==> config.mk <==
export PLATFORM = sky130hd
export DESIGN_NAME = kget_cell
export DESIGN_NICKNAME = d
export VERILOG_FILES = /design/src/rtl/kget_pkg.sv /design/src/rtl/kget_cell.sv
export SDC_FILE = /design/constraint.sdc
export NUM_CORES = 1
export LEC_CHECK = 0
export ABC_CLOCK_PERIOD_IN_PS = 5760
export BUFFER_PORTS_ARGS = -buffer_cell sky130_fd_sc_hd__buf_2
export CELL_PAD_IN_SITES_DETAIL_PLACEMENT = 0
export CELL_PAD_IN_SITES_GLOBAL_PLACEMENT = 1
export CORE_MARGIN = 2
export CORE_UTILIZATION = 35
export DETAILED_ROUTE_END_ITERATION = 12
export PLACE_DENSITY_LB_ADDON = 0.1
export SLEW_MARGIN = 30
export SYNTH_ARGS = -nofsm -noshare
export SYNTH_HDL_FRONTEND = slang
export SYNTH_SLANG_ARGS = --single-unit
==> constraint.sdc <==
create_clock -name clk_i -period 5.76 [get_ports clk_i]
set_input_delay 0.864 -clock clk_i [delete_from_list [all_inputs] [get_ports clk_i]]
set_output_delay 0.864 -clock clk_i [all_outputs]
set_load 0.01 [all_outputs]
==> src/rtl/kget_pkg.sv <==
package kget_pkg;

  // Fixed field widths of the channels and registers
  localparam int unsigned IDX_W   = 10;
  localparam int unsigned FIELD_W = 16;
  localparam int unsigned ORDER_W = 10;
  localparam int unsigned COUNT_W = 11;
  localparam int unsigned CFG_IDX_W  = 1;
  localparam int unsigned CFG_DATA_W = 11;

  // Parameter defaults
  localparam int unsigned MAX_POINTS_DEF = 1024;
  localparam int unsigned COORD_BITS_DEF = 16;

  // Register indexes
  localparam logic [CFG_IDX_W-1:0] REG_ORDER = 1'b0;
  localparam logic [CFG_IDX_W-1:0] REG_COUNT = 1'b1;

  // Item modes
  localparam logic MODE_LOAD  = 1'b0;
  localparam logic MODE_QUERY = 1'b1;

  typedef enum logic [2:0] {
    ST_IDLE,
    ST_RD_J,
    ST_SCAN,
    ST_DRAIN,
    ST_DONE
  } state_e;

  // Control that travels beside one point through the test chain
  typedef struct packed {
    logic valid;
    logic is_ref;   // token carries the i/j pair, sets the diameter
    logic skip;     // token is point i or j itself
  } tok_t;

endpackage

==> src/rtl/kget_cell.sv <==
// One axis of the disc test: registered difference, then registered square.
module kget_cell #(
  parameter int unsigned COORD_BITS = kget_pkg::COORD_BITS_DEF
) (
  input  logic                      clk_i,
  input  logic signed [COORD_BITS:0] a_i,
  input  logic signed [COORD_BITS:0] b_i,
  output logic [2*COORD_BITS+2:0]    sq_o
);

  localparam int unsigned DIFF_W = COORD_BITS + 2;
  localparam int unsigned SQ_W   = 2 * COORD_BITS + 3;

  logic signed [DIFF_W-1:0]   diff_d, diff_q;
  logic signed [2*DIFF_W-1:0] prod;

  assign diff_d = DIFF_W'(a_i) - DIFF_W'(b_i);
  assign prod   = diff_q * diff_q;

  always_ff @(posedge clk_i) begin
    diff_q <= diff_d;
    sq_o   <= prod[SQ_W-1:0];
  end

endmodule

==> After elaboration in Yosys (flattened, before gate mapping) <==
Cells that the tools add are included.
{ "totals": {"regBits": 53, "input_bits": 35, "output_inout_bits": 35, "word_cells": 4} }
{ "op_classes": {"n_addsub": 1, "mul": 1} }
{ "ops": {"columns": ["cell", "count"], "rows": [
  ["18-bit by 18-bit multiplier with 35-bit output", 1],
  ["17-bit by 17-bit subtractor with 18-bit output", 1]
]} }

==> Logic depth before layout (Yosys ltp) <==
Gate-level depths: netlist of run 1.
{ "logic_depth": {"ltp_word": 1, "ltp_mapped": 25, "mapped_depth_nobuf": 23} }

==> Worst setup path before layout of run 1 <==
No wires, ideal clock.
{ "synth_timing": {"path_type": "reg-to-reg", "startpoint": "register diff_q[17]", "endpoint": "register sq_o[33]", "setup_ps": 121, "arrival_ps": 5948, "required_ps": 5639, "slack_ps": -309, "stages_incl_launch_ff": 24, "path_buffers": 1, "period_less_slack_ps": 6069, "cell_sequence": "dfxtp_1 -> inv_1 -> buf_1 -> nor2_1 -> fa_1 -> inv_1 -> fa_1 -> inv_1 -> ha_1 -> inv_1 -> fa_1 -> inv_1 -> fa_1 -> inv_1 -> fa_1 -> inv_1 -> ha_1 -> a211o_1 -> or3b_1 -> o211ai_1 -> o31ai_2 -> a31oi_2 -> o21bai_2 -> xor2_1"} }
{ "synth_between": {"elab_chain_cells": 1} }
{ "synth_lines": {"columns": ["item", "line_no", "source"], "rows": [
  ["start, declared", "kget_cell.sv:14", "logic signed [DIFF_W-1:0] diff_d, diff_q;"],
  ["start signal, assigned", "kget_cell.sv:21", "diff_q <= diff_d;"],
  ["18-bit by 18-bit multiplier with 35-bit output", "kget_cell.sv:18", "assign prod = diff_q * diff_q;"],
  ["net prod[33]", "kget_cell.sv:15", "logic signed [2*DIFF_W-1:0] prod;"],
  ["end signal, assigned", "kget_cell.sv:22", "sq_o <= prod[SQ_W-1:0];"],
  ["end, declared", "kget_cell.sv:8", "output logic [2*COORD_BITS+2:0] sq_o"]
]} }
The timed path passes the listed nets, and every way through them passes these cells.

==> Final worst setup path of run 1 <==
Same ends and word-level chain as after synthesis.

==> results of run 1 <==
[per-stage QoR]
step	area, µm²	utilization, %	TNS [ps]
2_1_floorplan	12700	-	0
3_3_place_gp	15100	42.5	-3830
3_5_place_dp	15100	42.5	-3810
4_1_cts	16000	44.8	-123
5_1_grt	16300	45.7	-1560
6_report	16300	45.7	-27.7
[path summary, 6_finish.rpt]
path	start	end
max	diff_q[17]$_DFF_P_	sq_o[33]$_DFF_P_
max reg2reg	diff_q[17]$_DFF_P_	sq_o[33]$_DFF_P_
min	diff_q[0]$_DFF_P_	sq_o[0]$_DFF_P_
min reg2reg	diff_q[0]$_DFF_P_	sq_o[0]$_DFF_P_
[cell type report]
cell class              count  share of cell area, %
multi-input cells         854                   64.2
well taps                 461                   3.54
clock inverters             3                  0.177
repair buffers            313                   14.4
clock buffers               5                  0.768
inverters                 440                   10.2
flip-flops and latches     52                   6.74
[registers in the layout, summed over array words and instances (netlist names)]
| register | count |
|---|---|
| sq_o | 34 |
| diff_q | 18 |
[repair_timing]
item                                    in CTS  in global routing
cloned                                       0                  1
setup buffers                               29                  7
pin swaps                                   40                 38
endpoints found under the setup margin      17                 14
gates resized for setup                    117                 72
[cell families (layout without fill, tap and decap cells)]
family / Yosys count / count (layout) / synth area share, %
AND/OR/NAND/NOR: 268 / 268 / 9.78
buffers and inverters: 470 / 761 / 13.9
AO/OA/AOI/OAI: 115 / 115 / 6.46
multiplexers: 2 / 2 / 0.167
other: 1 / 1 / 0.0295
XOR/XNOR: 58 / 58 / 4.00
flip-flops: 52 / 52 / 8.19
adder cells (fa/ha/maj): 410 / 410 / 57.5
[synthesized netlist by cell type (2+ instances only)]
cell / number
a211oi_1: 7
nand3_1: 11
and2_1: 37
o21bai_1: 5
and3_1: 9
nand2_1: 119
a21o_1: 17
xnor2_1: 47
o21bai_2: 2
clkbuf_1: 27
inv_1: 440
a31o_2: 2
o21ai_1: 2
or4_1: 2
fa_1: 289
ha_1: 121
nor2_1: 51
a21oi_1: 29
dfxtp_1: 52
o21a_1: 6
or2_2: 4
o211ai_1: 3
o21ai_0: 12
xor2_1: 11
a31oi_1: 5
a211o_1: 3
or3_1: 5
o311ai_1: 3
nor2b_1: 4
buf_1: 2
nand2b_1: 10
nor3_1: 8
a21oi_2: 3
a211oi_2: 2
[layer usage]
metal | up-vias | GRT usage [%] | part of all wire (%)
li1 | 4596 | - | -
met1 | 4610 | 25.2 | 47
met2 | 94 | 32.6 | 49
met3 | 17 | 2.24 | 2.4
met4 | 0 | 3.33 | 1.2
met5 | - | 0 | 0
[cells in the final DEF, fill, tap and decap left out, types with 26 or more instances in the layout]
master   Yosys  final
and2_1      37     26
a21oi_1     29     26
nor2_1      51     44
ha_1       121    103
fa_1       289    270
nand2_1    119     99
dfxtp_1     52     34
buf_4        1    224
inv_1      440    419
buf_2        0     68
xnor2_1     47     47
==> flow_metrics.py, run 1 <==
metrics = {
    "timing": {
        "tightest_slew_ps": 594,
        "timing.final.crit_share_pct": 100,
        "slew_headroom_pct": 60.1,
        "rsz0062_at_grt": "yes",
        "fin_crit_ps": 5790,
        "finalMaxSlewViolations": 0,
        "hold_ws_ps": 385,
        "clock.fmax_mhz": 173,
        "finalSetupViolCount": 3,
        "worst_slack_ps": -27.5,
        "hold_viol_final": 0,
        "fin_skew_ps": 14.4,
    },
    "synthesis": {
        "synth_area_leaders": "fa_1, inv_1, ha_1",
        "yosys.area.top_type": "fa_1",
        "synthFlopType": "dfxtp_1",
        "yosysSeqAreaShare_pct": 8.19,
        "netlist_area_um2": 12700,
        "postSynthCellCount": 1376,
        "syn_avg_cell_area_um2": 9.23,
        "synth_cell_type_count": 60,
        "synth_top_area_share_pct": 45.5,
        "yosys_warnings": 0,
        "synth-seq-cells": 52,
        "synth_edf_count": 0,
        "syn_nets": 1821,
        "async_flop_share_pct": 0,
    },
    "clock_tree": {
        "cts_tree": "yes",
        "postCtsHoldBufs": 0,
        "clk_path_buf_depth": 2,
        "cts_made_buffers": 5,
        "cts_sinks": 52,
        "clock_latency_ps": 350,
        "root_buffer": "clkbuf_16",
        "clkTransAtPathRegs_ps": 90,
        "htreeDepth": 2,
    },
    "route": {
        "routed_via_density": 4.38,
        "drt_iter0_markers": 274,
        "vias": 9317,
        "wl_per_cell_um": 15.3,
        "route.detailed.drc": 0,
        "routed_wl_um": 32600,
        "firstDrtPassIters": 4,
        "drt.antenna.violating_nets": 0,
    },
    "critical_path": {
        "critPathMaxStageDelay_ps": 600,
        "crit_slowest_cell": "fa_2",
        "ff2ff_setup_slack_ps": -30,
        "crit_cells": 21,
        "crit_chain": "buf_12 > buf_4 > nand2_1 > fa_2 > inv_4 > fa_1 > fa_1 > fa_1 > fa_1 > inv_1 > fa_1 > inv_2 > ha_4 > a211o_1 > or3b_1 > o211ai_1 > buf_4 > o31ai_4 > a31oi_4 > o21bai_2 > xor2_1",
        "cp-start-kind": "register",
        "critPathMostFrequentCell": "fa_1",
        "reg2regPathDepth": 21,
        "cp-end-kind": "register",
        "crit_buf_inv": 6,
        "worstSetupPathType": "register to register",
        "cp.arrival_ps": 6020,
        "required_ps": 6000,
        "cp_max_fo": 5,
        "critical_path.top_delay_family": "adder cells",
    },
    "worst_hold_path": {
        "hold_path_class": "register to register",
        "hold_depth": 0,
    },
    "floorplanning": {
        "die_w_um": 195,
        "core_um2": 35700,
        "initial_core_util_pct": 35.6,
        "io-pin-count": 70,
        "row_count": 69,
        "die_area_um2": 37800,
        "die_y_um": 195,
    },
    "placed_design": {
        "pre_cts_ws_ps": -547,
        "port-buffer-count": 68,
        "place_hpwl_um": 28500,
        "place.gp.congestion": 0.801,
        "dp_cells": 2083,
    },
    "cells_and_area": {
        "layout-drive-gt1-share_pct": 28.7,
        "layoutNonFillerInstCount": 2128,
        "multi_input_area_um2": 10500,
        "fillers": 3552,
        "area.sequential_um2": 1100,
        "n_antenna_cell": 0,
        "fin_nets": 2111,
        "syn2layout_area_growth_pct": 28.2,
    },
    "global_routing": {
        "track_usage_pct": 18.7,
        "grt_first_pass_wirelength_um": 54700,
        "grt_overflow_total": 0,
        "antenna_found_initial": 0,
        "grt_pass1_vias": 10400,
        "grt_max_degree": 20,
    },
    "status": {
        "violations": "negative setup slack",
        "outcome": "finished, violations left",
    },
    "job": {
        "max-cap-violations": 0,
    },
}
Power of run 1 is left out: the tool's default activity adds up to more than one toggle a clock period on the data nets, which glitch-free logic cannot reach.
==> run 2, diff against run 1 <==
--- a/config.mk
+++ b/config.mk
@@ -7,8 +7,8 @@
 export LEC_CHECK = 0
 export ABC_CLOCK_PERIOD_IN_PS = 5760
 export BUFFER_PORTS_ARGS = -buffer_cell sky130_fd_sc_hd__buf_2
-export CELL_PAD_IN_SITES_DETAIL_PLACEMENT = 0
-export CELL_PAD_IN_SITES_GLOBAL_PLACEMENT = 1
+export CELL_PAD_IN_SITES_DETAIL_PLACEMENT = 2
+export CELL_PAD_IN_SITES_GLOBAL_PLACEMENT = 2
 export CORE_MARGIN = 2
 export CORE_UTILIZATION = 35
 export DETAILED_ROUTE_END_ITERATION = 12
==> run 2 against run 1 <==
Compared with the run above: the run still ends with negative setup slack left; register-to-register slack lost 90 ps; worst hold slack better by 380 ps; clock skew up 6.1 ps; critical endpoint unchanged; largest cell class unchanged.
==> flow_metrics.py, run 2 (synthesis gave the netlist of run 1 again) <==
metrics = {
    "critical_path": {
        "cp_max_fo": 5,
        "cp.arrival_ps": 6150,
        "cp-end-kind": "register",
        "ff2ff_setup_slack_ps": -110,
        "required_ps": 6040,
        "worstSetupPathType": "register to register",
        "startpoint": "diff_q[10]$_DFF_P_",
        "reg2regPathDepth": 23,
        "r2r_end": "sq_o[33]$_DFF_P_",
        "timing.rr.start": "diff_q[10]$_DFF_P_",
        "endpoint": "sq_o[33]$_DFF_P_",
        "cp-start-kind": "register",
    },
    "cells_and_area": {
        "multi_input_area_um2": 10600,
        "syn2layout_area_growth_pct": 29.1,
        "reg_top3": "sq_o x34, diff_q x18",
        "largest_reg_flops": 34,
        "postLayoutCoreUtil_pct": 46.0,
        "layout_commonest_cell": "inv_1",
        "n_antenna_cell": 0,
        "fin_nets": 2098,
        "regMostFlops": "sq_o",
        "mostFrequentLayoutCells": "inv_1, fa_1, buf_4",
        "fillers": 3863,
        "area.sequential_um2": 1090,
        "layout-drive-gt1-share_pct": 29.7,
    },
    "placed_design": {
        "pre_cts_ws_ps": -692,
        "place.gp.congestion": 0.775,
        "port-buffer-count": 68,
        "place_hpwl_um": 34800,
    },
    "clock_tree": {
        "clock_latency_ps": 350,
        "postCtsHoldBufs": 0,
        "cts_sinks": 52,
        "clk_path_buf_depth": 2,
        "root_buffer": "clkbuf_16",
        "cts_made_buffers": 5,
        "clkTransAtPathRegs_ps": 90,
        "cts_tree": "yes",
        "htreeDepth": 2,
    },
    "status": {
        "outcome": "finished, violations left",
        "violations": "negative setup slack",
    },
    "timing": {
        "worst_slack_ps": -114,
        "clock.fmax_mhz": 170,
        "rsz0062_at_grt": "yes",
        "timing.final.crit_share_pct": 102,
        "finalSetupViolCount": 7,
        "fin_skew_ps": 20.4,
        "fin_crit_ps": 5870,
        "finalMaxSlewViolations": 0,
        "hold_viol_final": 0,
    },
    "floorplanning": {
        "die_area_um2": 37800,
        "io-pin-count": 70,
        "initial_core_util_pct": 35.6,
        "core_um2": 35700,
        "die_y_um": 195,
        "die_w_um": 195,
        "row_count": 69,
    },
    "worst_hold_path": {
        "hold_path_class": "input port to register",
        "hold_depth": 3,
    },
    "route": {
        "drt_iter0_markers": 300,
        "drt.antenna.violating_nets": 0,
        "routed_via_density": 4.65,
        "routed_wl_um": 40700,
        "firstDrtPassIters": 4,
        "route.detailed.drc": 0,
        "wl_per_cell_um": 19.3,
        "vias": 9841,
    },
    "global_routing": {
        "antenna_found_initial": 0,
        "track_usage_pct": 22.4,
        "grt_overflow_total": 0,
        "grt_pass1_vias": 12100,
        "grt_first_pass_wirelength_um": 65200,
        "grt_max_degree": 20,
    },
    "job": {
        "max-cap-violations": 0,
    },
}
run 2: how the worst min path moves through the flow:
stage	from	to	slack, ps
2_1_floorplan	diff_q[0]$_DFF_P_	sq_o[0]$_DFF_P_	410
3_3_place_gp	diff_q[0]$_DFF_P_	sq_o[0]$_DFF_P_	680
3_5_place_dp	diff_q[0]$_DFF_P_	sq_o[0]$_DFF_P_	680
4_1_cts	diff_q[0]$_DFF_P_	sq_o[0]$_DFF_P_	680
5_1_grt	b_i[0]	diff_q[0]$_DFF_P_	750
6_report	b_i[0]	diff_q[0]$_DFF_P_	760
run 2: final cells by class:
cell class / instances / share of cell area, %
clock buffers: 5 / 0.763
clock inverters: 3 / 0.175
inverters: 440 / 10.1
multi-input cells: 854 / 64.5
flip-flops and latches: 52 / 6.64
well taps: 461 / 3.52
repair buffers: 300 / 14.3
run 2: per-stage QoR:
| step | instance area (µm²) | TNS [ps] | instances | hold WS, ps |
|---|---|---|---|---|
| 2_1_floorplan | 12700 | 0 | 1376 | 412 |
| 3_3_place_gp | 15200 | -4050 | 2079 | 678 |
| 3_5_place_dp | 15200 | -5580 | 2079 | 682 |
| 4_1_cts | 15900 | -568 | 2104 | 683 |
| 5_1_grt | 16400 | -2340 | 2115 | 752 |
| 6_report | 16400 | -540 | 2115 | 763 |
run 2: metal layers:
metal,share of wire [%],global-route usage (%)
met4,1.2,3.82
met3,1.5,2.26
met2,55,43.4
met1,43,27.0
met5,0,0
run 2: worst max-delay path, cell delays in order, from the launching register on:
cell and delay (ps):
dfxtp_4 370, buf_12 140, and2_4 170, fa_1 490, fa_1 530, inv_1 60, fa_1 560, inv_2 50
fa_1 450, fa_1 490, inv_1 50, fa_1 510, inv_2 50, ha_4 290, and3_4 220, nand2_4 70
a211oi_4 200, buf_12 160, nor4_4 50, buf_6 140, o31ai_4 310, a31oi_4 150, o21bai_2 150, xor2_1 160
run 2: repair_timing:
| item | CTS | global route |
|---|---|---|
| cloned | 1 | 1 |
| pin swaps | 35 | 53 |
| setup buffers | 16 | 12 |
| setup endpoints to repair | 18 | 16 |
| gates resized for setup | 113 | 114 |
Power of run 2 is left out for the same reason.
==> run 3, diff against run 2 <==
--- a/config.mk
+++ b/config.mk
@@ -13,6 +13,7 @@
 export CORE_UTILIZATION = 35
 export DETAILED_ROUTE_END_ITERATION = 12
 export PLACE_DENSITY_LB_ADDON = 0.1
+export SKIP_CTS_REPAIR_TIMING = 1
 export SLEW_MARGIN = 30
 export SYNTH_ARGS = -nofsm -noshare
 export SYNTH_HDL_FRONTEND = slang
==> constraint.sdc (replaced) <==
create_clock -name clk_i -period 5.76 [get_ports clk_i]
set_input_delay 0.576 -clock clk_i [delete_from_list [all_inputs] [get_ports clk_i]]
set_output_delay 0.576 -clock clk_i [all_outputs]
set_load 0.01 [all_outputs]
==> run 3 against run 2 <==
Compared with the run above: the run still ends with negative setup slack left; die area did not move; sequential share of layout area rose by 0.064 points; cell count fell by 0.71%; fmax fell by 2.4%; wire length fell by 2.0%; worst setup slack got worse by 140 ps.
==> flow_metrics.py, run 3 (synthesis gave the netlist of run 1 again) <==
metrics = {
    "timing": {
        "clock.fmax_mhz": 166,
        "finalMaxSlewViolations": 0,
        "slew_headroom_pct": 66.3,
        "timing.final.crit_share_pct": 104,
        "fin_crit_ps": 6020,
        "tightest_slew_ps": 505,
        "worst_slack_ps": -256,
        "rsz0062_at_grt": "yes",
        "hold_viol_final": 0,
        "finalSetupViolCount": 9,
        "fin_skew_ps": 21.8,
    },
    "global_routing": {
        "grt_max_degree": 20,
        "track_usage_pct": 21.9,
        "grt_pass1_vias": 11900,
        "grt_first_pass_wirelength_um": 63500,
        "antenna_found_initial": 0,
        "grt_overflow_total": 0,
    },
    "critical_path": {
        "critical_path.top_delay_family": "adder cells",
        "crit_buf_inv": 6,
        "crit_chain": "and2_1 > fa_1 > inv_1 > fa_1 > fa_1 > inv_1 > fa_1 > fa_1 > inv_1 > fa_1 > inv_2 > ha_4 > and3_4 > buf_6 > o2111a_2 > o21ai_4 > a21oi_4 > o211ai_2 > buf_4 > a2111o_1 > o311ai_1",
        "required_ps": 6010,
        "cp-end-kind": "register",
        "crit_slowest_cell": "fa_1",
        "worstSetupPathType": "register to register",
        "critPathMaxStageDelay_ps": 570,
        "critPathMostFrequentCell": "fa_1",
        "cp-start-kind": "register",
        "cp.arrival_ps": 6260,
        "cp_max_fo": 6,
    },
    "route": {
        "firstDrtPassIters": 4,
        "wl_met3_um": 871,
        "routed_wl_um": 39900,
        "dr_wl_met2_um": 21500,
        "met1_length_um": 16800,
        "wl_per_cell_um": 19.0,
        "drt_iter0_markers": 222,
        "routed_via_density": 4.65,
        "drt.antenna.violating_nets": 0,
        "route.detailed.drc": 0,
        "highest_layer": "met4",
        "vias": 9769,
    },
    "cells_and_area": {
        "n_antenna_cell": 0,
        "regMostFlops": "sq_o",
        "fin_nets": 2083,
        "layout_commonest_cell": "inv_1",
        "syn2layout_area_growth_pct": 26.8,
        "mostFrequentLayoutCells": "inv_1, fa_1, buf_4",
        "postLayoutCoreUtil_pct": 45.2,
        "reg_top3": "sq_o x34, diff_q x18",
        "layout-drive-gt1-share_pct": 26.4,
        "largest_reg_flops": 34,
    },
    "clock_tree": {
        "clock_latency_ps": 350,
        "cts_made_buffers": 5,
        "root_buffer": "clkbuf_16",
        "clk_path_buf_depth": 2,
        "cts_tree": "yes",
        "htreeDepth": 2,
        "cts_sinks": 52,
        "clkTransAtPathRegs_ps": 110,
    },
    "placed_design": {
        "pre_cts_ws_ps": -692,
        "place_hpwl_um": 34800,
        "place.gp.congestion": 0.775,
        "port-buffer-count": 68,
    },
    "status": {
        "violations": "negative setup slack",
        "outcome": "finished, violations left",
    },
    "worst_hold_path": {
        "hold_path_class": "input port to register",
    },
    "job": {
        "max-cap-violations": 0,
    },
    "floorplanning": {
        "die_y_um": 195,
        "die_area_um2": 37800,
        "core_um2": 35700,
        "io-pin-count": 70,
        "initial_core_util_pct": 35.6,
        "die_w_um": 195,
        "row_count": 69,
    },
}
-- run 3: changes by cell type in the layout (fill, tap and decap cells not counted), sizes merged --
cell	delta
buf	-15
clkinvlp	+1
inv	-1
-- run 3: per-layer routing --
| layer | vias to the layer above | track usage (%) |
|---|---|---|
| met5 | - | 0 |
| met4 | 0 | 4.25 |
| met3 | 38 | 2.50 |
| met2 | 90 | 41.9 |
| met1 | 5120 | 26.3 |
| li1 | 4521 | - |
-- run 3: tightest hold or removal path, delay by kind of cell --
kind / cells / cell delay (ps)
buffers and inverters: 2 / 110
adder cells (fa/ha/maj): 1 / 100
-- run 3: cell type report --
type                    instances  area [µm²]
clock buffers                   5         125
clock inverters                 3        28.8
fillers                      3882       19500
inverters                     440        1660
multi-input cells             854       10500
flip-flops and latches         52        1080
well taps                     461         577
repair buffers                285        2200
-- run 3: stage by stage --
stage               hold WS, ps  setup TNS [ps]  cells  area (µm²)
floorplan                   412               0   1376       12700
global placement            678           -4050   2079       15200
detailed placement          682           -5580   2079       15200
CTS                         469           -6680   2087       15400
global route                465           -3240   2100       16100
finish                      475           -1090   2100       16100
-- run 3: path summary, 6_finish.rpt --
check / startpoint / cells after the start / slack, ps / endpoint
hold reg to reg: diff_q[0]$_DFF_P_ / 3 / 810 / sq_o[0]$_DFF_P_
setup reg to reg: diff_q[5]$_DFF_P_ / 21 / -260 / sq_o[32]$_DFF_P_
setup / recovery: diff_q[5]$_DFF_P_ / 21 / -260 / sq_o[32]$_DFF_P_
hold / removal: b_i[0] / 3 / 480 / diff_q[0]$_DFF_P_
Power of run 3 is left out for the same reason.
