**config.mk**
```make
export PLATFORM = sky130hd
export DESIGN_NAME = kget_count
export DESIGN_NICKNAME = d
export VERILOG_FILES = /design/src/rtl/kget_pkg.sv /design/src/rtl/kget_count.sv
export SDC_FILE = /design/constraint.sdc
export NUM_CORES = 1
export LEC_CHECK = 0
export ABC_AREA = 1
export BUFFER_PORTS_ARGS = -buffer_cell sky130_fd_sc_hd__buf_2
export CAP_MARGIN = 15
export CORE_ASPECT_RATIO = 1.4
export CORE_MARGIN = 4
export CORE_UTILIZATION = 45
export CTS_BUF_LIST = sky130_fd_sc_hd__clkbuf_16
export CTS_CLUSTER_SIZE = 24
export DETAILED_ROUTE_END_ITERATION = 10
export PLACE_DENSITY = 0.66
export SLEW_MARGIN = 15
export SYNTH_ARGS = -nofsm -noshare
export SYNTH_HDL_FRONTEND = slang
export SYNTH_SLANG_ARGS = --single-unit
```
**constraint.sdc**
```tcl
create_clock -name clk_i -period 1.7 [get_ports clk_i]
set_input_delay 0.34 -clock clk_i [delete_from_list [all_inputs] [get_ports clk_i]]
set_output_delay 0.34 -clock clk_i [all_outputs]
set_load 0.05 [all_outputs]
```
**src/rtl/kget_pkg.sv**
```systemverilog
package kget_pkg;

  // Fixed field widths of the channels and registers
  localparam int unsigned IDX_W   = 10;
  localparam int unsigned FIELD_W = 16;
  localparam int unsigned ORDER_W = 10;
  localparam int unsigned COUNT_W = 11;
  localparam int unsigned CFG_IDX_W  = 1;
  localparam int unsigned CFG_DATA_W = 11;

  // Parameter defaults
  localparam int unsigned MAX_POINTS_DEF = 1024;
  localparam int unsigned COORD_BITS_DEF = 16;

  // Register indexes
  localparam logic [CFG_IDX_W-1:0] REG_ORDER = 1'b0;
  localparam logic [CFG_IDX_W-1:0] REG_COUNT = 1'b1;

  // Item modes
  localparam logic MODE_LOAD  = 1'b0;
  localparam logic MODE_QUERY = 1'b1;

  typedef enum logic [2:0] {
    ST_IDLE,
    ST_RD_J,
    ST_SCAN,
    ST_DRAIN,
    ST_DONE
  } state_e;

  // Control that travels beside one point through the test chain
  typedef struct packed {
    logic valid;
    logic is_ref;   // token carries the i/j pair, sets the diameter
    logic skip;     // token is point i or j itself
  } tok_t;

endpackage

```
**src/rtl/kget_count.sv**
```systemverilog
// Sums the two axis squares, keeps the diameter term and the inside count.
module kget_count #(
  parameter int unsigned COORD_BITS = kget_pkg::COORD_BITS_DEF
) (
  input  logic                             clk_i,
  input  logic                             rst_ni,
  input  logic                             clear_i,
  input  kget_pkg::tok_t                   tok_i,
  input  logic [2*COORD_BITS+2:0]          sqx_i,
  input  logic [2*COORD_BITS+2:0]          sqy_i,
  input  logic [kget_pkg::ORDER_W-1:0]     order_i,
  output logic [kget_pkg::COUNT_W-1:0]     count_o,
  output logic                             busy_o
);
  import kget_pkg::*;

  localparam int unsigned SUM_W = 2 * COORD_BITS + 4;

  tok_t               tok1_q, tok2_q;
  logic [SUM_W-1:0]   sum, r2_q;
  logic [COUNT_W-1:0] count_q, count_d, sat;

  // tokens follow the two cell stages
  always_ff @(posedge clk_i or negedge rst_ni) begin
    if (!rst_ni) begin
      tok1_q <= '0;
      tok2_q <= '0;
    end else begin
      tok1_q <= tok_i;
      tok2_q <= tok1_q;
    end
  end

  assign sum = SUM_W'(sqx_i) + SUM_W'(sqy_i);
  assign sat = COUNT_W'(order_i) + COUNT_W'(1);

  always_comb begin
    count_d = count_q;
    if (clear_i) begin
      count_d = '0;
    end else if (tok2_q.valid && !tok2_q.is_ref && !tok2_q.skip &&
                 (sum < r2_q) && (count_q != sat)) begin
      count_d = count_q + COUNT_W'(1);
    end
  end

  always_ff @(posedge clk_i or negedge rst_ni) begin
    if (!rst_ni) begin
      count_q <= '0;
    end else begin
      count_q <= count_d;
    end
  end

  always_ff @(posedge clk_i) begin
    if (tok2_q.valid && tok2_q.is_ref) begin
      r2_q <= sum;
    end
  end

  assign count_o = count_q;
  assign busy_o  = tok1_q.valid | tok2_q.valid;

endmodule

```
# Yosys cells after proc, flatten, opt, wreduce, memory -nomap -nowiden
# Cells that the tools add are included.
classes:
  n_bitwise: 1
  div_mod_pow: 0
  muxes: 2
  eq_ne: 1
  n_mul: 0
  shifts: 0
  order_cmp: 1
  n_reduce_logical: 8
  add_sub_neg: 3
ops:
  columns: ["cell", "n"]
  rows:
  - ["$add 35x35->36", 1]
  - ["$lt 36x36->1", 1]
  - ["$mux 11", 2]
  - ["$add 10x1->11 const B", 1]
  - ["$add 11x1->11 const B", 1]
  - ["$ne 11x11->1", 1]
  - ["$logic_and 1x1->1", 5]
  - ["$logic_not 1->1", 2]
  - ["$reduce_bool 2->1", 1]
  - ["$or 1x1->1", 1]
word_totals:
  romBits: 0
  latchBits: 0
  mem_count: 0
  register_bits: 53
  ramBits: 0

# Logic depth before layout (Yosys ltp)
# Gate-level depths: netlist of the first run.
depth:
  word_depth: 7
  mapped_depth: 28
  ltp_nobuf: 27

# Least setup slack after synthesis of the first run
# Ideal clock, no wire load.
synth_timing:
  kind: "input-to-reg"
  startpoint: "input sqx_i[0]"
  endpoint: "register count_q[2], in the netlist count_o[2]"
  path_stages: 25
  t_arrival_ps: 2985
  required_ps: 1581
  path_slack_ps: -1404
  path_cell_list: "ha_1 fa_1 nand3_1 nand2_1 nand2_1 nand2_1 nand2_1 nand2_1 nand2_1 nand2_1 nand3_1 nand2_1 nand2_1 nand2_1 ha_1 nand2_1 nor2_1 nand2_1 nor3b_1 nand3_1 nand3_1 nor2_2 buf_6 nand3_1 nand2_1"
synth_between:
  elab_chain_cells: 5
synth_lines:
  columns: ["element", "line_no", "rtl"]
  rows:
  - ["from (decl)", "kget_count.sv:9", "input logic [2*COORD_BITS+2:0] sqx_i,"]
  - ["$add 35x35->36", "kget_count.sv:34", "assign sum = SUM_W'(sqx_i) + SUM_W'(sqy_i);"]
  - ["net sum[32]", "kget_count.sv:20", "logic [SUM_W-1:0] sum, r2_q;"]
  - ["$lt 36x36->1", "kget_count.sv:42", "(sum < r2_q) && (count_q != sat)) begin"]
  - ["$logic_and 1x1->1", "kget_count.sv:41", "end else if (tok2_q.valid && !tok2_q.is_ref && !tok2_q.skip &&"]
  - ["$logic_and 1x1->1", "kget_count.sv:42", null]
  - ["$reduce_bool 2->1 (no source line)", null, null]
  - ["to (signal assigned)", "kget_count.sv:51", "count_q <= count_d;"]
  - ["to (decl)", "kget_count.sv:21", "logic [COUNT_W-1:0] count_q, count_d, sat;"]
# The timed path passes the listed nets, and every way through them passes these cells.
# A chain may end at the register's enable or synchronous reset.

# Worst setup path after layout of the first run
layout_timing:
  startpoint: "input sqx_i[0]"
  endpoint: "register count_q[4], in the netlist count_o[4]"
# The elaborated chain is that of the path after synthesis.

==> impl_results.html, run 1 <==
<table>
<tr><th>Metric</th><th>Value</th></tr>
<tr><th colspan="2">Routing</th></tr>
<tr><td>ANT nets after route</td><td>0</td></tr>
<tr><td>Routed wire length per instance</td><td>15.1 um</td></tr>
<tr><td>Routed wire length</td><td>18,900 um</td></tr>
<tr><td>DR vias</td><td>6,436</td></tr>
<tr><td>Detailed-routing iteration count for the pre-antenna-repair pass</td><td>5</td></tr>
<tr><td>Via count normalized by instance count</td><td>5.14</td></tr>
<tr><td>DR iter-0 viols</td><td>246</td></tr>
<tr><td>Drc violations</td><td>0</td></tr>
<tr><th colspan="2">STA</th></tr>
<tr><td>Number of setup violations in the final report</td><td>33</td></tr>
<tr><td>Final count of hold timing violations</td><td>0</td></tr>
<tr><td>Share of the cycle needed by the critical path after routing</td><td>1.80</td></tr>
<tr><td>Worst path setup slack after routing</td><td>-1360 ps</td></tr>
<tr><td>Number of max-slew violations in the final report</td><td>0</td></tr>
<tr><td>Unrepaired setup endpoints after global routing</td><td>yes</td></tr>
<tr><td>Normalized max-slew margin</td><td>0.736</td></tr>
<tr><td>Maximum frequency from static timing analysis</td><td>327 MHz</td></tr>
<tr><td>Min Tclk post-route</td><td>3060 ps</td></tr>
<tr><td>Transition time of the tightest slew-check pin</td><td>396 ps</td></tr>
<tr><td>Layout Skew</td><td>5.52 ps</td></tr>
<tr><th colspan="2">Placed design</th></tr>
<tr><td>Buffers added on ports</td><td>97</td></tr>
<tr><td>Placed Instance Area</td><td>7430 um2</td></tr>
<tr><td>DPL Wire Length</td><td>13,600 um</td></tr>
<tr><td>Final weighted congestion of routability-driven global placement</td><td>0.907</td></tr>
<tr><th colspan="2">Clock network</th></tr>
<tr><td>Clock tree from TritonCTS</td><td>yes</td></tr>
<tr><td>CTS buffer count</td><td>5</td></tr>
<tr><td>Clk_lat worst skew</td><td>300 ps</td></tr>
<tr><td>Clk sinks</td><td>53</td></tr>
<tr><td>Root Buffer</td><td>sky130_fd_sc_hd__clkbuf_16</td></tr>
<tr><td>H-tree Lvls</td><td>2</td></tr>
<tr><td>Maximum number of buffers from clock root to sink</td><td>2</td></tr>
<tr><td>Worst-path clk slew</td><td>70 ps</td></tr>
<tr><th colspan="2">Critical path</th></tr>
<tr><td>Crit Path Max Fanout</td><td>6</td></tr>
<tr><td>CP Data Required Time</td><td>1890 ps</td></tr>
<tr><td>Type of destination of the critical path</td><td>flop</td></tr>
<tr><td>Crit Path Class</td><td>in -&gt; reg</td></tr>
<tr><td>Termination of the worst setup path</td><td>count_o[4]$_DFFE_PN0P_</td></tr>
<tr><td>R2r startpoint</td><td>r2_q[7]$_DFFE_PP_</td></tr>
<tr><td>Internal reg-to-reg setup slack</td><td>-200 ps</td></tr>
<tr><td>Beginning of the critical path</td><td>sqx_i[0]</td></tr>
<tr><td>Count of cells along the worst register-to-register path</td><td>16</td></tr>
<tr><td>Arrival time at the worst endpoint</td><td>3250 ps</td></tr>
<tr><td>Endpoint of the worst register-to-register path</td><td>count_o[4]$_DFFE_PN0P_</td></tr>
<tr><td>Critical Path Start Type</td><td>input port</td></tr>
<tr><th colspan="2">Layout</th></tr>
<tr><td>Area Overhead vs Synth</td><td>57.6%</td></tr>
<tr><td>Proportion of layout cells with a drive suffix above 1</td><td>0.431</td></tr>
<tr><td>Number of nets in the finished design</td><td>1,259</td></tr>
<tr><td>Fill count</td><td>952</td></tr>
<tr><td>Diodes inserted</td><td>0</td></tr>
<tr><td>Final instance area</td><td>9000 um2</td></tr>
<tr><th colspan="2">Yosys</th></tr>
<tr><td>Seq/Total Area, Yosys</td><td>0.264</td></tr>
<tr><td>Main flop type after synthesis</td><td>sky130_fd_sc_hd__edfxtp_1</td></tr>
<tr><td>Library cell with the largest summed area after synthesis</td><td>sky130_fd_sc_hd__edfxtp_1</td></tr>
<tr><td>Avg Inst Size Synth</td><td>6.70 um2</td></tr>
<tr><td>Number of enable-type register cells in the synthesized netlist</td><td>36</td></tr>
<tr><td>Top cells by instance count after synthesis</td><td>264 x sky130_fd_sc_hd__nand2_1, 144 x sky130_fd_sc_hd__inv_1, 81 x sky130_fd_sc_hd__nor2_1</td></tr>
<tr><td>Cell with the most instances after synthesis</td><td>sky130_fd_sc_hd__nand2_1</td></tr>
<tr><td>Proportion of synthesized flip-flops having asynchronous set or reset</td><td>0.321</td></tr>
<tr><td>Flip-flop and latch count after synthesis</td><td>53</td></tr>
<tr><td>Leading post-synthesis cells by cell area</td><td>sky130_fd_sc_hd__edfxtp_1 19%, sky130_fd_sc_hd__nand2_1 17%, sky130_fd_sc_hd__ha_1 16%</td></tr>
<tr><td>Post-synthesis instance area</td><td>5710 um2</td></tr>
<tr><td>Synth Net Count</td><td>1,011</td></tr>
<tr><td>Post-synthesis instance total</td><td>852</td></tr>
<tr><td>Fraction of synthesized cell area taken by the top area cell type</td><td>0.189</td></tr>
<tr><td>Synth cell types</td><td>35</td></tr>
<tr><td>Synthesis Warnings</td><td>0</td></tr>
<tr><th colspan="2">GRT</th></tr>
<tr><td>GRT Total Usage</td><td>0.250</td></tr>
<tr><td>Wire length of the first global-routing pass</td><td>29,200 um</td></tr>
<tr><td>Pin count of the biggest net entering global routing</td><td>37</td></tr>
<tr><td>Global route overflow</td><td>0</td></tr>
<tr><td>Antenna violations before repair</td><td>0</td></tr>
<tr><td>Via count of the first global-routing pass</td><td>6,447</td></tr>
<tr><th colspan="2">Power and ir drop</th></tr>
<tr><td>Total power of the final layout</td><td>5.44 mW</td></tr>
<tr><td>Static leakage</td><td>4.53 nW</td></tr>
<tr><td>Power density over cell area</td><td>605 nW/um2</td></tr>
<tr><td>Maximum vdd ir drop</td><td>0.426 mV</td></tr>
<tr><th colspan="2">Floorplan</th></tr>
<tr><td>DIE AREA</td><td>14,600 um2</td></tr>
<tr><td>Die X</td><td>103 um</td></tr>
<tr><td>Area inside the core boundary</td><td>12,400 um2</td></tr>
<tr><td>Number of placement rows</td><td>48</td></tr>
<tr><td>Height of the die</td><td>141 um</td></tr>
<tr><td>Number of I/O pins</td><td>98</td></tr>
<tr><td>Initial Util</td><td>0.462</td></tr>
<tr><th colspan="2">Job</th></tr>
<tr><td>Max-cap violations</td><td>0</td></tr>
<tr><th colspan="2">Status</th></tr>
<tr><td>Status</td><td>finished, violations left</td></tr>
<tr><td>Failing checks</td><td>negative setup slack</td></tr>
<tr><th colspan="2">Worst hold path</th></tr>
<tr><td>Hold crit path type</td><td>in -&gt; reg</td></tr>
</table>
flip-flops by register name (all words and copies together), names as in the netlist:
register and flops:
count_o 11, tok1_q 3, r2_q 36, tok2_q 3
metrics by stage:
step                setup TNS [ps]  setup WS [ps]  utilization  hold slack (ps)  instances
floorplan                   -14820          -1210            -             44.4        852
global placement            -30130          -1700        0.601              286       1213
detailed placement          -31240          -1780        0.601              288       1213
CTS                         -14610          -1180        0.688              135       1248
global route                -21220          -1500        0.727              133       1251
finish                      -17810          -1360        0.727              143       1251
metal layers:
metal,routed length [um],GRT usage,vias up,part of all wire
met5,0,0,-,0
met4,723,0.0798,0,0.038
met3,701,0.0246,49,0.037
met2,10300,0.480,184,0.54
met1,7200,0.280,2971,0.38
li1,-,-,3232,-
cell type report:
type | count | area, um2 | area share
inverters | 145 | 544 | 0.0605
well taps | 150 | 188 | 0.0209
multi-input cells | 648 | 4890 | 0.543
clock buffers | 5 | 125 | 0.0139
repair buffers | 247 | 1730 | 0.192
flip-flops and latches | 53 | 1510 | 0.167
clock inverters | 3 | 17.5 | 0.00195
worst max-delay path, stage by stage:
cell and delay, ps:
sky130_fd_sc_hd__buf_6 100, sky130_fd_sc_hd__ha_4 160, sky130_fd_sc_hd__fa_2 370, sky130_fd_sc_hd__nand3_2 80
sky130_fd_sc_hd__nand2_2 60, sky130_fd_sc_hd__nand2_2 80, sky130_fd_sc_hd__nand2_2 70, sky130_fd_sc_hd__nand2_2 90
sky130_fd_sc_hd__nand2_4 70, sky130_fd_sc_hd__nand2_4 70, sky130_fd_sc_hd__nand2_4 70, sky130_fd_sc_hd__buf_12 140
sky130_fd_sc_hd__nand3_4 60, sky130_fd_sc_hd__nand2_2 60, sky130_fd_sc_hd__nand2_2 80, sky130_fd_sc_hd__nand2_4 60
sky130_fd_sc_hd__ha_4 270, sky130_fd_sc_hd__nand2_4 50, sky130_fd_sc_hd__nor2_4 140, sky130_fd_sc_hd__nand2_4 90
sky130_fd_sc_hd__nor3b_4 240, sky130_fd_sc_hd__nand3_2 120, sky130_fd_sc_hd__nand3_2 90, sky130_fd_sc_hd__nor2_4 50
sky130_fd_sc_hd__buf_6 140, sky130_fd_sc_hd__nand3_2 60, sky130_fd_sc_hd__nand2_1 60
worst min-delay path by stage:
stage / from / to / slack [ps] / cells past startpoint
finish: tok_i[2] / tok1_q[2]$_DFF_PN0_ / 140 / 1
detailed placement: rst_ni / count_o[7]$_DFFE_PN0P_ / 290 / 1
floorplan: rst_ni / count_o[0]$_DFFE_PN0P_ / 40 / 0
global route: tok_i[0] / tok1_q[0]$_DFF_PN0_ / 130 / 1
global placement: rst_ni / count_o[7]$_DFFE_PN0P_ / 290 / 1
CTS: tok_i[2] / tok1_q[2]$_DFF_PN0_ / 140 / 1
where the power goes:
part	internal (mW)	leakage [nW]	switching, mW
Combinational	1.33	3.89	1.52
Clock	0.546	0.0754	0.507
Sequential	1.51	0.562	0.0244
Total	3.38	4.53	2.06
cell usage in the layout, fill, tap and decap left out, types with 17 or more instances in the layout:
cell type / count
sky130_fd_sc_hd__buf_2: 92
sky130_fd_sc_hd__ha_4: 37
sky130_fd_sc_hd__nand3_2: 26
sky130_fd_sc_hd__a21oi_1: 23
sky130_fd_sc_hd__nand2_1: 202
sky130_fd_sc_hd__xor2_1: 23
sky130_fd_sc_hd__edfxtp_1: 36
sky130_fd_sc_hd__nor2_1: 52
sky130_fd_sc_hd__dfrtp_1: 17
sky130_fd_sc_hd__buf_4: 132
sky130_fd_sc_hd__inv_1: 141
sky130_fd_sc_hd__nand2_2: 49
sky130_fd_sc_hd__a21oi_2: 21
sky130_fd_sc_hd__buf_6: 20
sky130_fd_sc_hd__nand3_1: 42
sky130_fd_sc_hd__ha_1: 35
sky130_fd_sc_hd__nor2_2: 24
cell families after synthesis:
logic type	count (synthesis)	synth area share
XOR/XNOR	33	0.0506
buffers and inverters	152	0.104
AND/OR/NAND/NOR	446	0.326
adder cells (fa/ha/maj)	73	0.161
flip-flops	53	0.264
AO/OA/AOI/OAI	95	0.0938
timing repair:
item	CTS	global route
pin swaps	59	52
buffers inserted	28	4
gates resized for setup	153	101
cloned	1	0
endpoints found under the setup margin	34	39
hold buffers	1	0
hold endpoints to repair	17	0
No activity file was read; power rests on OpenSTA's default activity.
==> run 2: changes to the inputs <==
ABC_AREA = unset   (was 1)
CORE_MARGIN = unset   (was 4)
PLACE_DENSITY = 0.67   (was 0.66)
==> run 2 against run 1 <==
Net effect: the run still ends with negative setup slack left; wire length fell by 16%; via count shrank 16%; non-clock buffer count grew 45; critical endpoint is now count_o[7]$_DFFE_PN0P_; largest power group unchanged.
==> impl_results.html, run 2 <==
<table>
<tr><th>Metric</th><th>Value</th></tr>
<tr><th colspan="2">Layout</th></tr>
<tr><td>Number of nets in the finished design</td><td>997</td></tr>
<tr><td>Proportion of layout cells with a drive suffix above 1</td><td>0.485</td></tr>
<tr><td>Fill count</td><td>749</td></tr>
<tr><td>Final core utilization</td><td>0.760</td></tr>
<tr><td>Area Overhead vs Synth</td><td>65.3%</td></tr>
<tr><td>Reg with most FFs</td><td>r2_q</td></tr>
<tr><td>Diodes inserted</td><td>0</td></tr>
<tr><td>Number of flip-flops under the largest register name</td><td>36</td></tr>
<tr><td>Final cell count without fillers</td><td>980</td></tr>
<tr><td>Final instance area</td><td>8220 um2</td></tr>
<tr><td>Commonest cells after routing, fill and taps aside</td><td>161 x sky130_fd_sc_hd__buf_4, 81 x sky130_fd_sc_hd__buf_2, 53 x sky130_fd_sc_hd__ha_1</td></tr>
<tr><td>Most common library cell in the layout ignoring fill and taps</td><td>sky130_fd_sc_hd__buf_4</td></tr>
<tr><th colspan="2">Clock network</th></tr>
<tr><td>Clk sinks</td><td>53</td></tr>
<tr><td>Clock tree from TritonCTS</td><td>yes</td></tr>
<tr><td>Maximum number of buffers from clock root to sink</td><td>2</td></tr>
<tr><td>Worst-path clk slew</td><td>60 ps</td></tr>
<tr><td>H-tree Lvls</td><td>2</td></tr>
<tr><td>CTS buffer count</td><td>5</td></tr>
<tr><td>Clk_lat worst skew</td><td>300 ps</td></tr>
<tr><td>Root Buffer</td><td>sky130_fd_sc_hd__clkbuf_16</td></tr>
<tr><th colspan="2">Critical path</th></tr>
<tr><td>Largest stage delay on the critical path</td><td>490 ps</td></tr>
<tr><td>Most common cell type on the critical path</td><td>sky130_fd_sc_hd__o211ai_1</td></tr>
<tr><td>Arrival time at the worst endpoint</td><td>4580 ps</td></tr>
<tr><td>R2r startpoint</td><td>r2_q[35]$_DFFE_PP_</td></tr>
<tr><td>Count of cells along the worst register-to-register path</td><td>8</td></tr>
<tr><td>Endpoint of the worst register-to-register path</td><td>count_o[7]$_DFFE_PN0P_</td></tr>
<tr><td>Crit Path Class</td><td>in -&gt; reg</td></tr>
<tr><td>Critical-path cell list</td><td>buf_6 &gt; ha_4 &gt; fa_2 &gt; a21oi_4 &gt; o22ai_2 &gt; o211ai_1 &gt; buf_4 &gt; o211ai_1 &gt; a311oi_2 &gt; buf_4 &gt; o21ai_2 &gt; xnor2_2 &gt; ha_1 &gt; and4_1 &gt; and4_4 &gt; a221oi_2 &gt; o211ai_1 &gt; a21o_1 &gt; or4_4 &gt; mux2_4</td></tr>
<tr><td>Beginning of the critical path</td><td>sqx_i[0]</td></tr>
<tr><td>Internal reg-to-reg setup slack</td><td>-1010 ps</td></tr>
<tr><td>Critical Path Start Type</td><td>input port</td></tr>
<tr><td>Type of destination of the critical path</td><td>flop</td></tr>
<tr><td>Crit Path Max Fanout</td><td>3</td></tr>
<tr><td>Critical path's slowest cell</td><td>sky130_fd_sc_hd__or4_4</td></tr>
<tr><td>CP Data Required Time</td><td>1880 ps</td></tr>
<tr><th colspan="2">Floorplan</th></tr>
<tr><td>Height of the die</td><td>126 um</td></tr>
<tr><td>Initial Util</td><td>0.460</td></tr>
<tr><td>Die X</td><td>90.8 um</td></tr>
<tr><td>DIE AREA</td><td>11,500 um2</td></tr>
<tr><td>Number of I/O pins</td><td>98</td></tr>
<tr><td>Area inside the core boundary</td><td>10,800 um2</td></tr>
<tr><td>Number of placement rows</td><td>45</td></tr>
<tr><th colspan="2">Status</th></tr>
<tr><td>Failing checks</td><td>negative setup slack</td></tr>
<tr><td>Status</td><td>finished, violations left</td></tr>
<tr><th colspan="2">STA</th></tr>
<tr><td>Worst path setup slack after routing</td><td>-2700 ps</td></tr>
<tr><td>Final Hold Slack</td><td>153 ps</td></tr>
<tr><td>Unrepaired setup endpoints after global routing</td><td>yes</td></tr>
<tr><td>Final count of hold timing violations</td><td>0</td></tr>
<tr><td>Share of the cycle needed by the critical path after routing</td><td>2.59</td></tr>
<tr><td>Min Tclk post-route</td><td>4400 ps</td></tr>
<tr><td>Number of max-slew violations in the final report</td><td>0</td></tr>
<tr><td>Transition time of the tightest slew-check pin</td><td>457 ps</td></tr>
<tr><td>Maximum frequency from static timing analysis</td><td>227 MHz</td></tr>
<tr><td>Number of setup violations in the final report</td><td>38</td></tr>
<tr><td>Sum of negative setup slack</td><td>-41,340 ps</td></tr>
<tr><td>Normalized max-slew margin</td><td>0.695</td></tr>
<tr><td>Layout Skew</td><td>8.39 ps</td></tr>
<tr><th colspan="2">Worst hold path</th></tr>
<tr><td>Hold crit path type</td><td>in -&gt; reg</td></tr>
<tr><td>Hold path endpoint</td><td>tok1_q[0]$_DFF_PN0_</td></tr>
<tr><td>Cell count of the worst hold path</td><td>1</td></tr>
<tr><td>Startpoint of the tightest hold check path</td><td>tok_i[0]</td></tr>
<tr><th colspan="2">GRT</th></tr>
<tr><td>Global route overflow</td><td>0</td></tr>
<tr><td>Wire length of the first global-routing pass</td><td>25,500 um</td></tr>
<tr><td>Via count of the first global-routing pass</td><td>5,649</td></tr>
<tr><td>Antenna violations before repair</td><td>0</td></tr>
<tr><td>GRT Total Usage</td><td>0.272</td></tr>
<tr><td>Pin count of the biggest net entering global routing</td><td>37</td></tr>
<tr><th colspan="2">Placed design</th></tr>
<tr><td>Final weighted congestion of routability-driven global placement</td><td>0.849</td></tr>
<tr><td>DP Cell Count</td><td>926</td></tr>
<tr><td>DPL Wire Length</td><td>10,900 um</td></tr>
<tr><td>Worst setup timing slack at the placement stage</td><td>-3070 ps</td></tr>
<tr><td>Placed Instance Area</td><td>6960 um2</td></tr>
<tr><td>Buffers added on ports</td><td>97</td></tr>
<tr><th colspan="2">Yosys</th></tr>
<tr><td>Library cell with the largest summed area after synthesis</td><td>sky130_fd_sc_hd__edfxtp_1</td></tr>
<tr><td>Fraction of synthesized cell area taken by the top area cell type</td><td>0.217</td></tr>
<tr><td>Flip-flop and latch count after synthesis</td><td>53</td></tr>
<tr><td>Post-synthesis instance area</td><td>4970 um2</td></tr>
<tr><td>Proportion of synthesized flip-flops having asynchronous set or reset</td><td>0.321</td></tr>
<tr><td>Synth cell types</td><td>60</td></tr>
<tr><td>Seq/Total Area, Yosys</td><td>0.303</td></tr>
<tr><td>Post-synthesis instance total</td><td>549</td></tr>
<tr><td>Top cells by instance count after synthesis</td><td>72 x sky130_fd_sc_hd__ha_1, 45 x sky130_fd_sc_hd__a21oi_1, 45 x sky130_fd_sc_hd__inv_1</td></tr>
<tr><td>Synth Net Count</td><td>708</td></tr>
<tr><td>Avg Inst Size Synth</td><td>9.06 um2</td></tr>
<tr><td>Main flop type after synthesis</td><td>sky130_fd_sc_hd__edfxtp_1</td></tr>
<tr><td>Cell with the most instances after synthesis</td><td>sky130_fd_sc_hd__ha_1</td></tr>
<tr><td>Synthesis Warnings</td><td>0</td></tr>
<tr><td>Number of enable-type register cells in the synthesized netlist</td><td>36</td></tr>
<tr><td>Leading post-synthesis cells by cell area</td><td>sky130_fd_sc_hd__edfxtp_1 22%, sky130_fd_sc_hd__ha_1 18%, sky130_fd_sc_hd__dfrtp_1 8.6%</td></tr>
<tr><th colspan="2">Power and ir drop</th></tr>
<tr><td>Power density over cell area</td><td>662 nW/um2</td></tr>
<tr><td>Total power of the final layout</td><td>5.44 mW</td></tr>
<tr><td>Maximum vdd ir drop</td><td>0.464 mV</td></tr>
<tr><td>Static leakage</td><td>3.89 nW</td></tr>
<tr><th colspan="2">Routing</th></tr>
<tr><td>DR iter-0 viols</td><td>194</td></tr>
<tr><td>DR vias</td><td>5,412</td></tr>
<tr><td>Routed wire length</td><td>15,800 um</td></tr>
<tr><td>Detailed-routing iteration count for the pre-antenna-repair pass</td><td>7</td></tr>
<tr><td>Routed wire length per instance</td><td>16.1 um</td></tr>
<tr><td>ANT nets after route</td><td>0</td></tr>
<tr><td>Via count normalized by instance count</td><td>5.52</td></tr>
<tr><td>Drc violations</td><td>0</td></tr>
<tr><th colspan="2">Job</th></tr>
<tr><td>Max-cap violations</td><td>0</td></tr>
</table>
## run 2: cell count changes in the layout (fill, tap and decap cells not counted), sizes merged, moves of 12 or more
cell	delta
xor2	-14
a21o	+15
xnor2	+19
inv	-101
nand3	-57
o21ai	+12
nor2b	+12
buf	+45
nor2	-49
nand2	-233
## run 2: power by group
group	internal, mW	total, mW	switching (mW)
logic	1.43	2.75	1.32
clock network	0.685	1.15	0.464
registers	1.52	1.54	0.0236
total	3.64	5.44	1.80
## run 2: repair_timing
item	4_1_cts	5_1_grt
hold buffers	1	0
resized for setup	104	40
endpoints found under the hold margin	17	0
setup buffers	43	12
endpoints found under the setup margin	39	38
pin swaps	58	46
## run 2: layout make-up
cell class	instances	area (um2)	area share
timing repair buffer	292	2190	0.266
clock inverter	3	37.5	0.00457
clock buffer	5	125	0.0152
multi-input combinational	441	4020	0.489
tap	141	176	0.0215
sequential	53	1510	0.183
inverter	45	169	0.0206
## run 2: worst max path at each step
stage	to	cells past startpoint
finish	count_o[7]$_DFFE_PN0P_	20
global route	count_o[7]$_DFFE_PN0P_	20
CTS	count_o[7]$_DFFE_PN0P_	19
detailed placement	count_o[7]$_DFFE_PN0P_	19
global placement	count_o[7]$_DFFE_PN0P_	19
floorplan	count_o[7]$_DFFE_PN0P_	17
## run 2: cells by family after synthesis
logic type | Yosys count | share of synthesized area
AND/OR/NAND/NOR | 158 | 0.170
adder cells (fa/ha/maj) | 73 | 0.185
multiplexers | 7 | 0.0159
flip-flops | 53 | 0.303
buffers and inverters | 55 | 0.0420
AO/OA/AOI/OAI | 165 | 0.217
XOR/XNOR | 38 | 0.0669
## run 2: layer usage
metal / vias to the layer above / routed length (um) / track usage
met2: 133 / 8920 / 0.545
met3: 29 / 452 / 0.0270
met4: 0 / 376 / 0.105
met1: 2605 / 6050 / 0.288
met5: - / 0 / 0
li1: 2645 / - / -
## run 2: critical path: cells and delay by family
kind | cells | cell delay [ps]
compound gates | 9 | 1590
mux | 1 | 300
xor+xnor | 1 | 200
buf+inv | 3 | 420
fa+ha+maj | 3 | 820
simple gates | 3 | 910
==> run 3: changes to the inputs <==
clock period = 4.6 ns   (was 1.7 ns; I/O delays follow)
==> run 3 against run 2 <==
Net effect: the flow still finishes with violations (negative setup slack); largest cell class unchanged; power down 69%; critical path type unchanged; final cell count down 9.3%; global-route usage down 5.5 points; wire length down 21%.
==> impl_results.html, run 3 (synthesis gave the netlist of run 2 again) <==
<table>
<tr><th>Metric</th><th>Value</th></tr>
<tr><th colspan="2">Status</th></tr>
<tr><td>Status</td><td>finished, violations left</td></tr>
<tr><td>Failing checks</td><td>negative setup slack</td></tr>
<tr><th colspan="2">Critical path</th></tr>
<tr><td>Critical path's slowest cell</td><td>sky130_fd_sc_hd__or4_4</td></tr>
<tr><td>Largest stage delay on the critical path</td><td>490 ps</td></tr>
<tr><td>Most common cell type on the critical path</td><td>sky130_fd_sc_hd__o211ai_1</td></tr>
<tr><td>Critical-path cell list</td><td>buf_6 &gt; ha_4 &gt; fa_2 &gt; a21oi_4 &gt; o22ai_2 &gt; o211ai_1 &gt; buf_4 &gt; o211ai_1 &gt; a311oi_2 &gt; buf_4 &gt; xnor2_1 &gt; ha_1 &gt; and4_1 &gt; and4_4 &gt; a221oi_2 &gt; o211ai_1 &gt; a21o_1 &gt; or4_4 &gt; mux2_4</td></tr>
<tr><td>CP Data Required Time</td><td>4770 ps</td></tr>
<tr><td>R2r startpoint</td><td>count_o[4]$_DFFE_PN0P_</td></tr>
<tr><td>Largest delay share family, worst path</td><td>compound AO/OA/AOI/OAI gates</td></tr>
<tr><td>Crit Path Max Fanout</td><td>4</td></tr>
<tr><td>Count of cells along the worst register-to-register path</td><td>6</td></tr>
<tr><td>Critical Path Start Type</td><td>input port</td></tr>
<tr><td>Internal reg-to-reg setup slack</td><td>1880 ps</td></tr>
<tr><td>Crit Path Class</td><td>in -&gt; reg</td></tr>
<tr><td>Buffer and inverter count on the worst path</td><td>3</td></tr>
<tr><td>Endpoint of the worst register-to-register path</td><td>count_o[6]$_DFFE_PN0P_</td></tr>
<tr><td>Arrival time at the worst endpoint</td><td>5020 ps</td></tr>
<tr><td>Type of destination of the critical path</td><td>flop</td></tr>
<tr><th colspan="2">STA</th></tr>
<tr><td>Share of the cycle needed by the critical path after routing</td><td>1.05</td></tr>
<tr><td>Final count of hold timing violations</td><td>0</td></tr>
<tr><td>Worst path setup slack after routing</td><td>-250 ps</td></tr>
<tr><td>Maximum frequency from static timing analysis</td><td>206 MHz</td></tr>
<tr><td>Unrepaired setup endpoints after global routing</td><td>yes</td></tr>
<tr><td>Transition time of the tightest slew-check pin</td><td>579 ps</td></tr>
<tr><td>Layout Skew</td><td>7.05 ps</td></tr>
<tr><td>Number of setup violations in the final report</td><td>5</td></tr>
<tr><td>Number of max-slew violations in the final report</td><td>0</td></tr>
<tr><td>Normalized max-slew margin</td><td>0.609</td></tr>
<tr><td>Min Tclk post-route</td><td>4850 ps</td></tr>
<tr><th colspan="2">Clock network</th></tr>
<tr><td>Root Buffer</td><td>sky130_fd_sc_hd__clkbuf_16</td></tr>
<tr><td>Clock tree from TritonCTS</td><td>yes</td></tr>
<tr><td>Clk_lat worst skew</td><td>290 ps</td></tr>
<tr><td>Worst-path clk slew</td><td>60 ps</td></tr>
<tr><td>CTS buffer count</td><td>5</td></tr>
<tr><td>H-tree Lvls</td><td>2</td></tr>
<tr><td>Maximum number of buffers from clock root to sink</td><td>2</td></tr>
<tr><td>Clk sinks</td><td>53</td></tr>
<tr><th colspan="2">Worst hold path</th></tr>
<tr><td>Hold crit path type</td><td>reg -&gt; reg</td></tr>
<tr><td>Hold path endpoint</td><td>tok2_q[1]$_DFF_PN0_</td></tr>
<tr><td>Startpoint of the tightest hold check path</td><td>tok1_q[1]$_DFF_PN0_</td></tr>
<tr><td>Cell count of the worst hold path</td><td>0</td></tr>
<tr><th colspan="2">Placed design</th></tr>
<tr><td>DP Cell Count</td><td>871</td></tr>
<tr><td>DPL Wire Length</td><td>10,100 um</td></tr>
<tr><td>Placed Instance Area</td><td>6350 um2</td></tr>
<tr><td>Final weighted congestion of routability-driven global placement</td><td>0.885</td></tr>
<tr><td>Worst setup timing slack at the placement stage</td><td>-833 ps</td></tr>
<tr><td>Buffers added on ports</td><td>97</td></tr>
<tr><th colspan="2">Floorplan</th></tr>
<tr><td>Initial Util</td><td>0.460</td></tr>
<tr><td>Area inside the core boundary</td><td>10,800 um2</td></tr>
<tr><td>DIE AREA</td><td>11,500 um2</td></tr>
<tr><td>Number of I/O pins</td><td>98</td></tr>
<tr><td>Height of the die</td><td>126 um</td></tr>
<tr><td>Number of placement rows</td><td>45</td></tr>
<tr><td>Die X</td><td>90.8 um</td></tr>
<tr><th colspan="2">Routing</th></tr>
<tr><td>DR iter-0 viols</td><td>210</td></tr>
<tr><td>Drc violations</td><td>0</td></tr>
<tr><td>Routed wire length</td><td>12,500 um</td></tr>
<tr><td>Routed wire length per instance</td><td>14.0 um</td></tr>
<tr><td>Detailed-routing iteration count for the pre-antenna-repair pass</td><td>5</td></tr>
<tr><td>ANT nets after route</td><td>0</td></tr>
<tr><td>Via count normalized by instance count</td><td>5.57</td></tr>
<tr><td>DR vias</td><td>4,949</td></tr>
<tr><th colspan="2">Power and ir drop</th></tr>
<tr><td>Static leakage</td><td>3.25 nW</td></tr>
<tr><td>Maximum vdd ir drop</td><td>0.170 mV</td></tr>
<tr><td>Total power of the final layout</td><td>1.66 mW</td></tr>
<tr><td>Power density over cell area</td><td>245 nW/um2</td></tr>
<tr><th colspan="2">Layout</th></tr>
<tr><td>Reg with most FFs</td><td>r2_q</td></tr>
<tr><td>Fill count</td><td>941</td></tr>
<tr><td>Proportion of layout cells with a drive suffix above 1</td><td>0.342</td></tr>
<tr><td>Final core utilization</td><td>0.627</td></tr>
<tr><td>Area Overhead vs Synth</td><td>36.3%</td></tr>
<tr><td>Diodes inserted</td><td>0</td></tr>
<tr><td>Most common library cell in the layout ignoring fill and taps</td><td>sky130_fd_sc_hd__buf_4</td></tr>
<tr><td>Commonest cells after routing, fill and taps aside</td><td>100 x sky130_fd_sc_hd__buf_4, 95 x sky130_fd_sc_hd__buf_2, 66 x sky130_fd_sc_hd__ha_1</td></tr>
<tr><td>Number of nets in the finished design</td><td>906</td></tr>
<tr><td>Seq. cell area</td><td>1510 um2</td></tr>
<tr><td>Final instance area</td><td>6780 um2</td></tr>
<tr><td>Combined area of the multi-input logic cells</td><td>3490 um2</td></tr>
<tr><td>Final cell count without fillers</td><td>889</td></tr>
<tr><td>Number of flip-flops under the largest register name</td><td>36</td></tr>
<tr><th colspan="2">GRT</th></tr>
<tr><td>Wire length of the first global-routing pass</td><td>20,900 um</td></tr>
<tr><td>Via count of the first global-routing pass</td><td>4,951</td></tr>
<tr><td>Pin count of the biggest net entering global routing</td><td>37</td></tr>
<tr><td>Antenna violations before repair</td><td>0</td></tr>
<tr><td>Global route overflow</td><td>0</td></tr>
<tr><td>GRT Total Usage</td><td>0.217</td></tr>
<tr><th colspan="2">Job</th></tr>
<tr><td>Max-cap violations</td><td>0</td></tr>
</table>
run 3: metal layers:
metal  track usage  wire length, um  vias to the layer above
met5             0                0                        -
li1              -                -                     2460
met4        0.0682              251                        0
met2         0.432             6910                      112
met3        0.0168              326                       21
met1         0.240             4990                     2356
run 3: where the power goes:
part / total, mW / switching (mW) / internal [mW]
Sequential: 0.569 / 0.00887 / 0.560
Combinational: 0.731 / 0.374 / 0.357
Clock: 0.361 / 0.163 / 0.198
Total: 1.66 / 0.545 / 1.12
run 3: worst reg2reg max path, cell delays in order, from the launching register on:
cell	delay (ps)
sky130_fd_sc_hd__dfrtp_1	440
sky130_fd_sc_hd__xnor2_1	170
sky130_fd_sc_hd__or4b_2	680
sky130_fd_sc_hd__a2111oi_4	350
sky130_fd_sc_hd__nand4_1	390
sky130_fd_sc_hd__nand4_1	270
sky130_fd_sc_hd__mux2_4	310
run 3: final cells by class:
type | instances | area share
Clock inverter | 3 | 0.00222
Inverter | 45 | 0.0249
Tap cell | 141 | 0.0260
Multi-Input combinational cell | 441 | 0.515
Timing Repair Buffer | 201 | 0.191
Sequential cell | 53 | 0.222
Clock buffer | 5 | 0.0185
run 3: per-stage QoR:
step	TNS, ps	hold WS [ps]
2_1_floorplan	-2540	331
3_3_place_gp	-5820	339
3_5_place_dp	-6420	349
4_1_cts	-1090	359
5_1_grt	-3010	362
6_report	-839	358
run 3: repair_timing:
item	CTS	global route
setup buffers	6	7
resized for setup	21	20
hold endpoints to repair	0	0
hold buffers	0	0
pin swaps	18	16
setup endpoints to repair	11	11
run 3: how the worst max path moves through the flow:
stage,slack (ps),start,cells after the start,endpoint
3_5_place_dp,-830,sqx_i[0],19,count_o[7]$_DFFE_PN0P_
3_3_place_gp,-770,sqx_i[14],16,count_o[7]$_DFFE_PN0P_
4_1_cts,-310,sqx_i[0],19,count_o[7]$_DFFE_PN0P_
2_1_floorplan,-430,sqx_i[0],17,count_o[7]$_DFFE_PN0P_
5_1_grt,-460,sqx_i[0],19,count_o[7]$_DFFE_PN0P_
6_report,-250,sqx_i[0],19,count_o[7]$_DFFE_PN0P_
